[src/design/bfsm_pkg.sv]
// Shared types and constants for the blocking flow shop makespan block.
package bfsm_pkg;

   // Field widths
   localparam int PT_W = 16;
   localparam int CT_W = 32;
   localparam int MC_W = 6;

   // Defaults
   localparam int MAX_MACHINES_DEF = 32;
   localparam logic [MC_W-1:0] MC_RESET = 6'd1;

   // Width of one stored machine entry: completion time and processing time
   localparam int ENT_W = CT_W + PT_W;

   typedef struct packed {
      logic [PT_W-1:0] proc_time;
      logic            new_sequence;
      logic            final_job;
   } req_type;

   typedef struct packed {
      logic [CT_W-1:0] completion_time;
      logic            is_makespan;
   } rsp_type;

endpackage

[src/design/bfsm_ram.sv]
// Generic single-write, single-read RAM with registered read data.
module bfsm_ram #(
   parameter int WIDTH = bfsm_pkg::ENT_W,
   parameter int DEPTH = bfsm_pkg::MAX_MACHINES_DEF
) (
   input  logic                     clock,
   input  logic                     wr_en,
   input  logic [$clog2(DEPTH)-1:0] wr_addr,
   input  logic [WIDTH-1:0]         wr_data,
   input  logic                     rd_en,
   input  logic [$clog2(DEPTH)-1:0] rd_addr,
   output logic [WIDTH-1:0]         rd_data
);

   logic [WIDTH-1:0] mem_ff [DEPTH];
   logic [WIDTH-1:0] rd_data_ff;

   // Write port
   always_ff @(posedge clock) begin
      if (wr_en) begin
         mem_ff[wr_addr] <= wr_data;
      end
   end

   // Read port, old data on a same-address write
   always_ff @(posedge clock) begin
      if (rd_en) begin
         rd_data_ff <= mem_ff[rd_addr];
      end
   end

   assign rd_data = rd_data_ff;

endmodule

[src/design/blocking_flowshop_makespan.sv]
// Blocking flow shop makespan: one operation per cycle, one result per job.
// A job's last operation leaves the input register, then its result is registered.
// Throughput: one operation per cycle; a job's last operation stalls only while the
// previous result is still held. Per-machine entries are fetched from RAM on accept.
// Reset (synchronous): clears sequence state and sets the machine count to 1;
// per-machine entries are tracked by valid bits, so there is no clearing pass.
module blocking_flowshop_makespan #(
   parameter int MAX_MACHINES = bfsm_pkg::MAX_MACHINES_DEF
) (
   input  logic                      clock,
   input  logic                      reset,
   input  logic                      req_valid,
   output logic                      req_ready,
   input  bfsm_pkg::req_type         req_data,
   output logic                      rsp_valid,
   input  logic                      rsp_ready,
   output bfsm_pkg::rsp_type         rsp_data,
   input  logic                      csr_wr_en,
   input  logic [bfsm_pkg::MC_W-1:0] csr_wr_data
);

   localparam int IDX_W  = $clog2(MAX_MACHINES);
   localparam int CW_RAW = $clog2(MAX_MACHINES + 1);
   localparam int CNT_W  = (CW_RAW > bfsm_pkg::MC_W) ? CW_RAW : bfsm_pkg::MC_W;
   localparam int CT_W   = bfsm_pkg::CT_W;
   localparam int PT_W   = bfsm_pkg::PT_W;
   localparam int ENT_W  = bfsm_pkg::ENT_W;

   // Clamp the machine count into 1..MAX_MACHINES
   function automatic logic [CNT_W-1:0] clamp_count(input logic [bfsm_pkg::MC_W-1:0] v);
      logic [CNT_W-1:0] ext;
      ext = CNT_W'(v);
      if (v == '0) begin
         return CNT_W'(1);
      end else if (ext > CNT_W'(MAX_MACHINES)) begin
         return CNT_W'(MAX_MACHINES);
      end else begin
         return ext;
      end
   endfunction

   // Configuration
   logic [bfsm_pkg::MC_W-1:0] mc_ff, mc_in;
   logic [CNT_W-1:0]          m_cur, m_nxt;

   // Input register
   logic              s1_valid_ff, s1_valid_in;
   bfsm_pkg::req_type s1_data_ff;

   // Sequence state
   logic [IDX_W-1:0]        idx_ff, idx_in;
   logic [CT_W-1:0]         left_ff, left_in;
   logic                    first_ff, first_in;
   logic [MAX_MACHINES-1:0] valid_ff, valid_in;

   // Fetched entry and forwarding
   logic             byp_hit_ff;
   logic [ENT_W-1:0] byp_data_ff;
   logic             ent_valid_ff;
   logic [ENT_W-1:0] ram_rd_data;

   // Output register
   logic              rsp_valid_ff, rsp_valid_in;
   bfsm_pkg::rsp_type rsp_data_ff;

   // Datapath
   logic             req_fire, s1_fire;
   logic             newseq, is_last, first_cur;
   logic [IDX_W-1:0] j;
   logic [CNT_W-1:0] j_plus;
   logic [CT_W-1:0]  left_cur, nd, start_next, other, cand, base, t;
   logic [PT_W-1:0]  np;
   logic [ENT_W-1:0] ent;
   logic [CT_W:0]    sum_wide;
   logic [ENT_W-1:0] wr_data;

   // Prefetch
   logic [IDX_W-1:0] pre_j, rd_addr;
   logic [CNT_W-1:0] pre_plus;

   assign mc_in = csr_wr_en ? csr_wr_data : mc_ff;
   assign m_cur = clamp_count(mc_ff);
   assign m_nxt = clamp_count(mc_in);

   // Handshakes
   assign req_fire  = req_valid && req_ready;
   assign s1_fire   = s1_valid_ff && (!is_last || !rsp_valid_ff || rsp_ready);
   assign req_ready = !s1_valid_ff || s1_fire;

   // Current operation: machine index, left neighbour, first-job flag
   always_comb begin
      newseq = s1_data_ff.new_sequence;
      if (newseq || (CNT_W'(idx_ff) >= m_cur)) begin
         j = '0;
      end else begin
         j = idx_ff;
      end
      j_plus    = CNT_W'(j) + CNT_W'(1);
      is_last   = (j_plus == m_cur);
      left_cur  = (j == '0) ? '0 : left_ff;
      first_cur = newseq || first_ff;
   end

   // Completion time: first job left, else max(left, blocking term), + processing time
   always_comb begin
      ent = byp_hit_ff ? byp_data_ff : ram_rd_data;
      nd  = ent_valid_ff ? ent[ENT_W-1:PT_W] : '0;
      np  = ent_valid_ff ? ent[PT_W-1:0] : '0;
      start_next = (nd > CT_W'(np)) ? (nd - CT_W'(np)) : '0;
      other      = is_last ? nd : start_next;
      cand       = (left_cur > other) ? left_cur : other;
      base       = first_cur ? left_cur : cand;
      sum_wide   = {1'b0, base} + (CT_W + 1)'(s1_data_ff.proc_time);
      t          = sum_wide[CT_W] ? '1 : sum_wide[CT_W-1:0];
      wr_data    = {t, s1_data_ff.proc_time};
   end

   // Next sequence state
   always_comb begin
      idx_in   = idx_ff;
      left_in  = left_ff;
      first_in = first_ff;
      valid_in = valid_ff;
      if (s1_fire) begin
         idx_in   = is_last ? '0 : j_plus[IDX_W-1:0];
         left_in  = is_last ? '0 : t;
         first_in = is_last ? 1'b0 : first_cur;
         valid_in = (newseq ? '0 : valid_ff) | (MAX_MACHINES'(1) << j);
      end
   end

   // Entry address for the next operation
   always_comb begin
      pre_j    = (CNT_W'(idx_in) >= m_nxt) ? '0 : idx_in;
      pre_plus = CNT_W'(pre_j) + CNT_W'(1);
      rd_addr  = (pre_plus < m_nxt) ? pre_plus[IDX_W-1:0] : pre_j;
   end

   assign s1_valid_in  = req_fire ? 1'b1 : (s1_fire ? 1'b0 : s1_valid_ff);
   assign rsp_valid_in = (s1_fire && is_last) ? 1'b1 : (rsp_ready ? 1'b0 : rsp_valid_ff);

   // Control state
   always_ff @(posedge clock) begin
      if (reset) begin
         mc_ff        <= bfsm_pkg::MC_RESET;
         s1_valid_ff  <= 1'b0;
         rsp_valid_ff <= 1'b0;
         idx_ff       <= '0;
         left_ff      <= '0;
         first_ff     <= 1'b1;
         valid_ff     <= '0;
      end else begin
         mc_ff        <= mc_in;
         s1_valid_ff  <= s1_valid_in;
         rsp_valid_ff <= rsp_valid_in;
         idx_ff       <= idx_in;
         left_ff      <= left_in;
         first_ff     <= first_in;
         valid_ff     <= valid_in;
      end
   end

   // Capture the transaction and its fetched entry's validity and forwarding
   always_ff @(posedge clock) begin
      if (req_fire) begin
         s1_data_ff   <= req_data;
         byp_hit_ff   <= s1_fire && (j == rd_addr);
         byp_data_ff  <= wr_data;
         ent_valid_ff <= valid_in[rd_addr];
      end
   end

   // Hold the result until taken
   always_ff @(posedge clock) begin
      if (s1_fire && is_last) begin
         rsp_data_ff.completion_time <= t;
         rsp_data_ff.is_makespan     <= s1_data_ff.final_job;
      end
   end

   bfsm_ram #(
      .WIDTH(ENT_W),
      .DEPTH(MAX_MACHINES)
   ) u_entries (
      .clock  (clock),
      .wr_en  (s1_fire),
      .wr_addr(j),
      .wr_data(wr_data),
      .rd_en  (req_fire),
      .rd_addr(rd_addr),
      .rd_data(ram_rd_data)
   );

   assign rsp_valid = rsp_valid_ff;
   assign rsp_data  = rsp_data_ff;

endmodule

[config.mk]
export PLATFORM = sky130hd
export DESIGN_NAME = blocking_flowshop_makespan
export DESIGN_NICKNAME = d
export VERILOG_FILES = /design/src/design/bfsm_pkg.sv /design/src/design/bfsm_ram.sv /design/src/design/blocking_flowshop_makespan.sv
export SDC_FILE = /design/constraint.sdc
export NUM_CORES = 2
export LEC_CHECK = 0
export CAP_MARGIN = 20
export CORE_UTILIZATION = 30
export CTS_CLUSTER_SIZE = 24
export DETAILED_ROUTE_END_ITERATION = 10
export DONT_BUFFER_PORTS = 1
export GPL_ROUTABILITY_DRIVEN = 0
export GPL_TIMING_DRIVEN = 0
export REMOVE_ABC_BUFFERS = 1
export SETUP_SLACK_MARGIN = 0.1
export SLEW_MARGIN = 0
export SYNTH_ARGS = -nofsm -noshare
export SYNTH_HDL_FRONTEND = slang
export SYNTH_SLANG_ARGS = --single-unit
[constraint.sdc]
create_clock -name clock -period 13.8 [get_ports clock]
set_input_delay 2.76 -clock clock [delete_from_list [all_inputs] [get_ports clock]]
set_output_delay 2.76 -clock clock [all_outputs]
set_load 0.01 [all_outputs]
Word level (Yosys, flattened, before mapping)
Memory sizes are Yosys's and may differ from the RTL's. A register that Yosys moved wholly into a read port is not among the register bits.
Cells that the tools add are included.
W data, S select, Z words.
{"block": "totals", "register_bits": 179, "latch_bits": 0, "output_inout_bits": 35, "elab_cells": 80, "mem_bits_rw": 1536, "romBits": 0, "in_bits": 29, "memories": 1}
{"memory": "u_entries.mem_ff", "words": 32, "width": 48, "read_ports": 1, "rd_ports_with_merged_regs": 1, "write_ports": 1, "line_no": "bfsm_ram.sv:15", "source": "logic [WIDTH-1:0] mem_ff [DEPTH];"}
{"block": "classes", "order_cmp": 8, "n_mul": 0, "reduce_logical": 17, "eq_ne": 2, "n_shift": 1, "mux": 31, "div": 0, "bitwise": 1, "n_addsub": 4}
{"op": "$mux W32", "n": 10}
{"op": "$mux W48", "n": 1}
{"op": "$add A32 B16 Y33", "n": 1}
{"op": "$gt A32 B16 Y1", "n": 1}
{"op": "$gt A32 B32 Y1", "n": 1}
{"op": "$or A32 B32 Y32", "n": 1}
{"op": "$shl A1 B5 Y32 const A", "n": 1}
{"op": "$sub A32 B16 Y32", "n": 1}
{"op": "$mux W6", "n": 5}
{"op": "$mux W5", "n": 5}
{"op": "$mux W16", "n": 1}
{"op": "$add A5 B1 Y6 const B", "n": 2}
{"op": "$ge A5 B6 Y1", "n": 2}
{"op": "$gt A6 B6 Y1 const B", "n": 2}
{"op": "$logic_not A6 Y1", "n": 2}
{"op": "$mux W1", "n": 8}
{"op": "$eq A6 B6 Y1", "n": 1}
{"op": "$lt A5 B6 Y1 const B", "n": 1}
{"op": "$lt A6 B6 Y1", "n": 1}
{"op": "$bmux W1 S5", "n": 1}
{"op": "$eq A5 B5 Y1", "n": 1}
{"op": "$logic_not A5 Y1", "n": 1}
{"op": "$logic_or A1 B1 Y1", "n": 5}
{"op": "$logic_and A1 B1 Y1", "n": 4}
{"op": "other kinds (2)", "n": 5}

Longest topological paths before layout
{"block": "logic_depth", "depth_word": 20, "mapped_depth": 54, "mapped_depth_nobuf": 44}

Cells and area by module
Synthesis repeated with hierarchy kept, for this count alone.
{"block": "hier_totals", "cells_unflattened": 4608, "hier_area_um2": 73264.0}
{"module": "bfsm_ram", "instances": 1, "cells_per_inst": 3364, "seq_area_each_um2": 47565.6, "area_each_um2": 61205.0}
{"module": "blocking_flowshop_makespan", "instances": 1, "cells_per_inst": 1244, "seq_area_each_um2": 4594.4, "area_each_um2": 12059.1}

Least setup slack after synthesis
No wires, ideal clock.
{"block": "synth_path", "path_type": "register to register", "from": "reg mc_ff[5] in the netlist's numbering", "to": "reg byp_data_ff[42] (data pin)", "t_required_ns": 13.383, "path_stages_with_launch": 51, "path_slack_ns": 1.987, "path_buffers": 10, "arrival_time_ns": 11.396, "path_cell_list": "dfxtp_1 > buf_2 > o21bai_1 > inv_1 > ha_1 > nand2b_1 > a21o_1 > a21o_1 > nand2_1 > clkbuf_1 > nand2_1 > inv_1 > ha_1 > ha_1 > nor4b_2 > a22oi_1 > a221o_1 > or3_1 > [15 not listed] > clkbuf_1 > clkbuf_1 > clkbuf_1 > a21oi_1 > ha_1 > inv_1 > fa_1 > nor2b_1 > o21ai_0 > a21boi_0 > o21ai_0 > a21oi_1 > o31ai_1 > o21a_1 > o21a_1 > nor3_1 > a31oi_1 > a31oi_1"}
{"block": "synth_between", "elab_chain_cells": 14}
{"item": "from (decl)", "line_no": "blocking_flowshop_makespan.sv:43", "source": "logic [bfsm_pkg::MC_W-1:0] mc_ff, mc_in;"}
{"item": "from (signal assigned)", "line_no": "blocking_flowshop_makespan.sv:145", "source": "mc_ff <= bfsm_pkg::MC_RESET;"}
{"item": "from (signal assigned)", "line_no": "blocking_flowshop_makespan.sv:153", "source": "mc_ff <= mc_in;"}
{"item": "$gt A6 B6 Y1", "line_no": "blocking_flowshop_makespan.sv:35", "source": "end else if (ext > CNT_W'(MAX_MACHINES)) begin"}
{"item": "$mux W6", "line_no": "blocking_flowshop_makespan.sv:35"}
{"item": "$mux W6 *", "line_no": "blocking_flowshop_makespan.sv:33", "source": "if (v == '0) begin"}
{"item": "$ge A5 B6 Y1", "line_no": "blocking_flowshop_makespan.sv:93", "source": "if (newseq || (CNT_W'(idx_ff) >= m_cur)) begin"}
{"item": "$logic_or A1 B1 Y1", "line_no": "blocking_flowshop_makespan.sv:93"}
{"item": "$mux W5", "line_no": "blocking_flowshop_makespan.sv:93"}
{"item": "$add A5 B1 Y6", "line_no": "blocking_flowshop_makespan.sv:98", "source": "j_plus = CNT_W'(j) + CNT_W'(1);"}
{"item": "$eq A6 B6 Y1", "line_no": "blocking_flowshop_makespan.sv:99", "source": "is_last = (j_plus == m_cur);"}
{"item": "$mux W32", "line_no": "blocking_flowshop_makespan.sv:110", "source": "other = is_last ? nd : start_next;"}
{"item": "$gt A32 B32 Y1", "line_no": "blocking_flowshop_makespan.sv:111", "source": "cand = (left_cur > other) ? left_cur : other;"}
{"item": "$mux W32", "line_no": "blocking_flowshop_makespan.sv:111"}
{"item": "$mux W32 *", "line_no": "blocking_flowshop_makespan.sv:112", "source": "base = first_cur ? left_cur : cand;"}
{"item": "$add A32 B16 Y33 *", "line_no": "blocking_flowshop_makespan.sv:113", "source": "sum_wide = {1'b0, base} + (CT_W + 1)'(s1_data_ff.proc_time);"}
{"item": "$mux W32 *", "line_no": "blocking_flowshop_makespan.sv:114", "source": "t = sum_wide[CT_W] ? '1 : sum_wide[CT_W-1:0];"}
{"item": "via t[26]", "line_no": "blocking_flowshop_makespan.sv:71", "source": "logic [CT_W-1:0] left_cur, nd, start_next, other, cand, base, t;"}
{"item": "to (signal assigned)", "line_no": "blocking_flowshop_makespan.sv:168", "source": "byp_data_ff <= wr_data;"}
{"item": "to (decl)", "line_no": "blocking_flowshop_makespan.sv:58", "source": "logic [ENT_W-1:0] byp_data_ff;"}
Mark *: on every way through the listed nets, which the timed path passes. The rest lies on a longest branch.
A chain may end at the register's enable or synchronous reset.

Final worst setup path
{"block": "layout_path", "from": "reg mc_ff[1] in the netlist's numbering", "to": "reg u_entries.rd_data_ff[6], in the netlist u_entries.rd_data[6], read port of u_entries.mem_ff (data pin)"}
{"block": "layout_between", "elab_chain_cells": 18}
{"item": "$gt A6 B6 Y1", "line_no": "blocking_flowshop_makespan.sv:35"}
{"item": "$mux W6", "line_no": "blocking_flowshop_makespan.sv:35"}
{"item": "$mux W6 *", "line_no": "blocking_flowshop_makespan.sv:33"}
{"item": "$ge A5 B6 Y1", "line_no": "blocking_flowshop_makespan.sv:93"}
{"item": "$logic_or A1 B1 Y1", "line_no": "blocking_flowshop_makespan.sv:93"}
{"item": "$mux W5", "line_no": "blocking_flowshop_makespan.sv:93"}
{"item": "$add A5 B1 Y6", "line_no": "blocking_flowshop_makespan.sv:98"}
{"item": "$eq A6 B6 Y1", "line_no": "blocking_flowshop_makespan.sv:99"}
{"item": "[3 not listed]"}
{"item": "$logic_and A1 B1 Y1", "line_no": "blocking_flowshop_makespan.sv:87", "source": "assign s1_fire = s1_valid_ff && (!is_last || !rsp_valid_ff || rsp_ready);"}
{"item": "$mux W5 *", "line_no": "blocking_flowshop_makespan.sv:124", "source": "if (s1_fire) begin"}
{"item": "via idx_in[3]", "line_no": "blocking_flowshop_makespan.sv:51", "source": "logic [IDX_W-1:0] idx_ff, idx_in;"}
{"item": "$ge A5 B6 Y1", "line_no": "blocking_flowshop_makespan.sv:134", "source": "pre_j = (CNT_W'(idx_in) >= m_nxt) ? '0 : idx_in;"}
{"item": "$mux W5 *", "line_no": "blocking_flowshop_makespan.sv:134"}
{"item": "$add A5 B1 Y6", "line_no": "blocking_flowshop_makespan.sv:135", "source": "pre_plus = CNT_W'(pre_j) + CNT_W'(1);"}
{"item": "$lt A6 B6 Y1", "line_no": "blocking_flowshop_makespan.sv:136", "source": "rd_addr = (pre_plus < m_nxt) ? pre_plus[IDX_W-1:0] : pre_j;"}
{"item": "$mux W5 *", "line_no": "blocking_flowshop_makespan.sv:136"}
{"item": "to (decl)", "line_no": "bfsm_ram.sv:16", "source": "logic [WIDTH-1:0] rd_data_ff;"}
Marks and branches as above.

==> results.toml <==
[clock_tree]
clock-root-buffer = "clkbuf_16"
cts_buffers = 178
cts.htree.levels = 4
clockBufferDepth = 3
cts_tree = "done"
clk_latency_ns = 0.83
cts_sinks = 1763
clk_pin_slew_worst_paths_ns = 0.06

[worst_setup_path]
end_kind = "register"
cp_slowest_stage_delay_ns = 0.52
crit_path_frequent_cell = "buf_4"
cp-start-kind = "register"
slowest_stage = "nor3_2"
worstPathRequired_ns = 14.33
crit_type = "reg2reg"
arrival_ns = 13.67
crit_fanout = 11

[global_routing]
grt_pass1_vias = 41363
grt_max_degree = 69
grt_pass1_wl_microns = 273000
grt_overflow_total = 0
grt_antenna_before_repair = 4
grt_usage_pct = 14.5

[pwr]
total_power_uw = 12800
p_leak_uw = 0.0280
powerDensity_nw_per_um2 = 146
peakVddDrop_mv = 0.153

[timing]
rsz0062_at_grt = "false"
timing.fmax_ghz = 0.0761
timing_hold_violations_final = 0
post-route-min-period_ns = 13.14
skew_ns = 0.0356
final.period_utilization_pct = 95.2
report.final.setup_viol = 0
slew_violations = 0
max_slew_margin_pct = 24.3
worst_pin_slew_ns = 1.12

[yosys]
postSynthCellCount = 4749
synth_edf_count = 1685
yosysTopAreaCellShare_pct = 67.6
ys_top_cells_by_area = "edfxtp_1, mux2i_1, dfxtp_1"
avgSynthCellArea_sq_um = 15.8
synth_cell_types = 89
synth_seq_cells = 1763
synth_async_sr_flop_share_pct = 0
yosysMostFrequentCell = "edfxtp_1"
ys_top_cells_by_count = "edfxtp_1, mux2i_1, nand2_1"
synth_top_area_cell = "edfxtp_1"
synth_ff_type = "edfxtp_1"
ys_warn_count = 0
ys_seq_area_share_pct = 69.7
synth_area_sq_um = 74900

[placed_design]
placed_cells = 8017
portBuffers = 0
place_hpwl_microns = 121000

[cells_and_area]
nFillCells = 23278
drive_gt1_share_pct = 14.0
fin_nets = 5001
instances_no_fill = 8368
area_delta_synth_final_pct = 16.9

[routing]
routedWlPerCell_microns = 22.1
drt_wl_total_microns = 185000
num_vias = 41773
drcViolationCount = 0
viasPerCell = 4.99
drt-pass1-iter-count = 7
ant_nets = 0
first_iter_violations = 3785

[run]
maxCapViolCount = 0

[floorplanning]
floorplan.die_area_sq_um = 252000
die_h_microns = 502
die_w_microns = 502
start_util_pct = 30.1
core_area_sq_um = 248000
pin_count = 64
rows = 183

[hold_path]
hp-class = "reg2reg"

[outcome]
status = "finished, final reports clean"
sequential cells by signal, indices dropped and copies added (netlist names):
name               count
newseq                 1
idx_ff                 5
valid_ff              32
u_entries.rd_data     48
s1_valid_ff            1
byp_hit_ff             1
first_ff               1
rsp_data              33
ent_valid_ff           1
mc_ff                  6
left_ff               32
rsp_valid              1
s1_data_ff            17
u_entries.mem_ff    1536
byp_data_ff           48
cell type report:
| cell class | count | area (sq um) | share of cell area (%) |
|---|---|---|---|
| clock inverter | 95 | 908 | 1.04 |
| multi-input combinational | 2683 | 21700 | 24.8 |
| clock buffer | 235 | 4820 | 5.50 |
| antenna | 4 | 10.0 | 0.0114 |
| sequential | 1763 | 52200 | 59.6 |
| timing repair buffer | 221 | 3570 | 4.08 |
| inverter | 36 | 139 | 0.159 |
| timing repair inverter | 1 | 7.51 | 0.00858 |
| tap | 3330 | 4170 | 4.76 |
layer usage:
metal	wire length, microns	track usage, %	share of wire, %
met3	10700	2.47	5.8
met1	81900	19.4	44
met5	0	0	0
met2	87200	23.6	47
met4	5570	4.92	3.0
where the power goes:
part	total, uW	switching, uW	leakage (uW)	internal [uW]
combinational	1980	1170	0.00900	806
sequential	6030	47.2	0.0163	5980
clock	4740	2020	0.00279	2730
worst max-delay path: cells and delay by family (launching register included):
| kind | cells | cell delay, ns |
|---|---|---|
| xor+xnor | 1 | 0.18 |
| buf+inv | 17 | 3.39 |
| fa+ha+maj | 6 | 1.95 |
| flops | 1 | 0.45 |
| mux | 5 | 0.94 |
| compound gates | 12 | 3.11 |
| simple gates | 12 | 2.76 |
cells by family (layout without fill, tap and decap cells):
family,after synthesis,in the layout,synth area share [%]
other cells,0,4,0
compound gates,593,593,6.25
mux,1061,1061,14.3
buf+inv,305,588,2.03
simple gates,892,894,5.66
fa+ha+maj,88,88,1.49
xor+xnor,47,47,0.550
flops,1763,1763,69.7
stage by stage:
step                setup WS (ns)  TNS (ns)  hold WS, ns  utilization, %  instance area [sq um]
finish                      0.656         0        0.424            35.2                  87500
global route                0.109         0        0.442            35.2                  87500
CTS                        0.0895         0        0.419            35.1                  87100
detailed placement          -1.09   -735.73        0.405            32.7                  81300
global placement          -166.66         -        0.401            31.3                  77600
floorplan                  -68.19  -3312.03        0.400               -                  73500
cells in the final DEF, fill, tap and decap left out, types with 82 or more instances in the layout:
| cell | netlist | layout |
|---|---|---|
| nor2_1 | 115 | 88 |
| mux2_2 | 91 | 90 |
| nand3_1 | 136 | 135 |
| nand2_1 | 370 | 350 |
| edfxtp_1 | 1685 | 1685 |
| a211oi_1 | 101 | 101 |
| mux2i_1 | 970 | 968 |
| ha_1 | 86 | 86 |
| clkbuf_16 | 0 | 184 |
| buf_4 | 36 | 82 |
worst paths after layout:
check	startpoint	slack (ns)	cells after the start	to
hold reg to reg	s1_data_ff[0]	0.42	0	rsp_data[0]
setup / recovery	mc_ff[1]	0.66	53	u_entries.rd_data[6]
hold / removal	s1_data_ff[0]	0.42	0	rsp_data[0]
setup reg to reg	mc_ff[1]	0.66	53	u_entries.rd_data[6]
timing repair:
item | CTS | global route
hold buffers | 0 | 0
cloned | 0 | 3
pin swaps | 1 | 2
gates resized for setup | 28 | 21
buffers inserted | 3 | 1
setup endpoints to repair | 1135 | 1132
No activity file was read; power rests on OpenSTA's default activity.
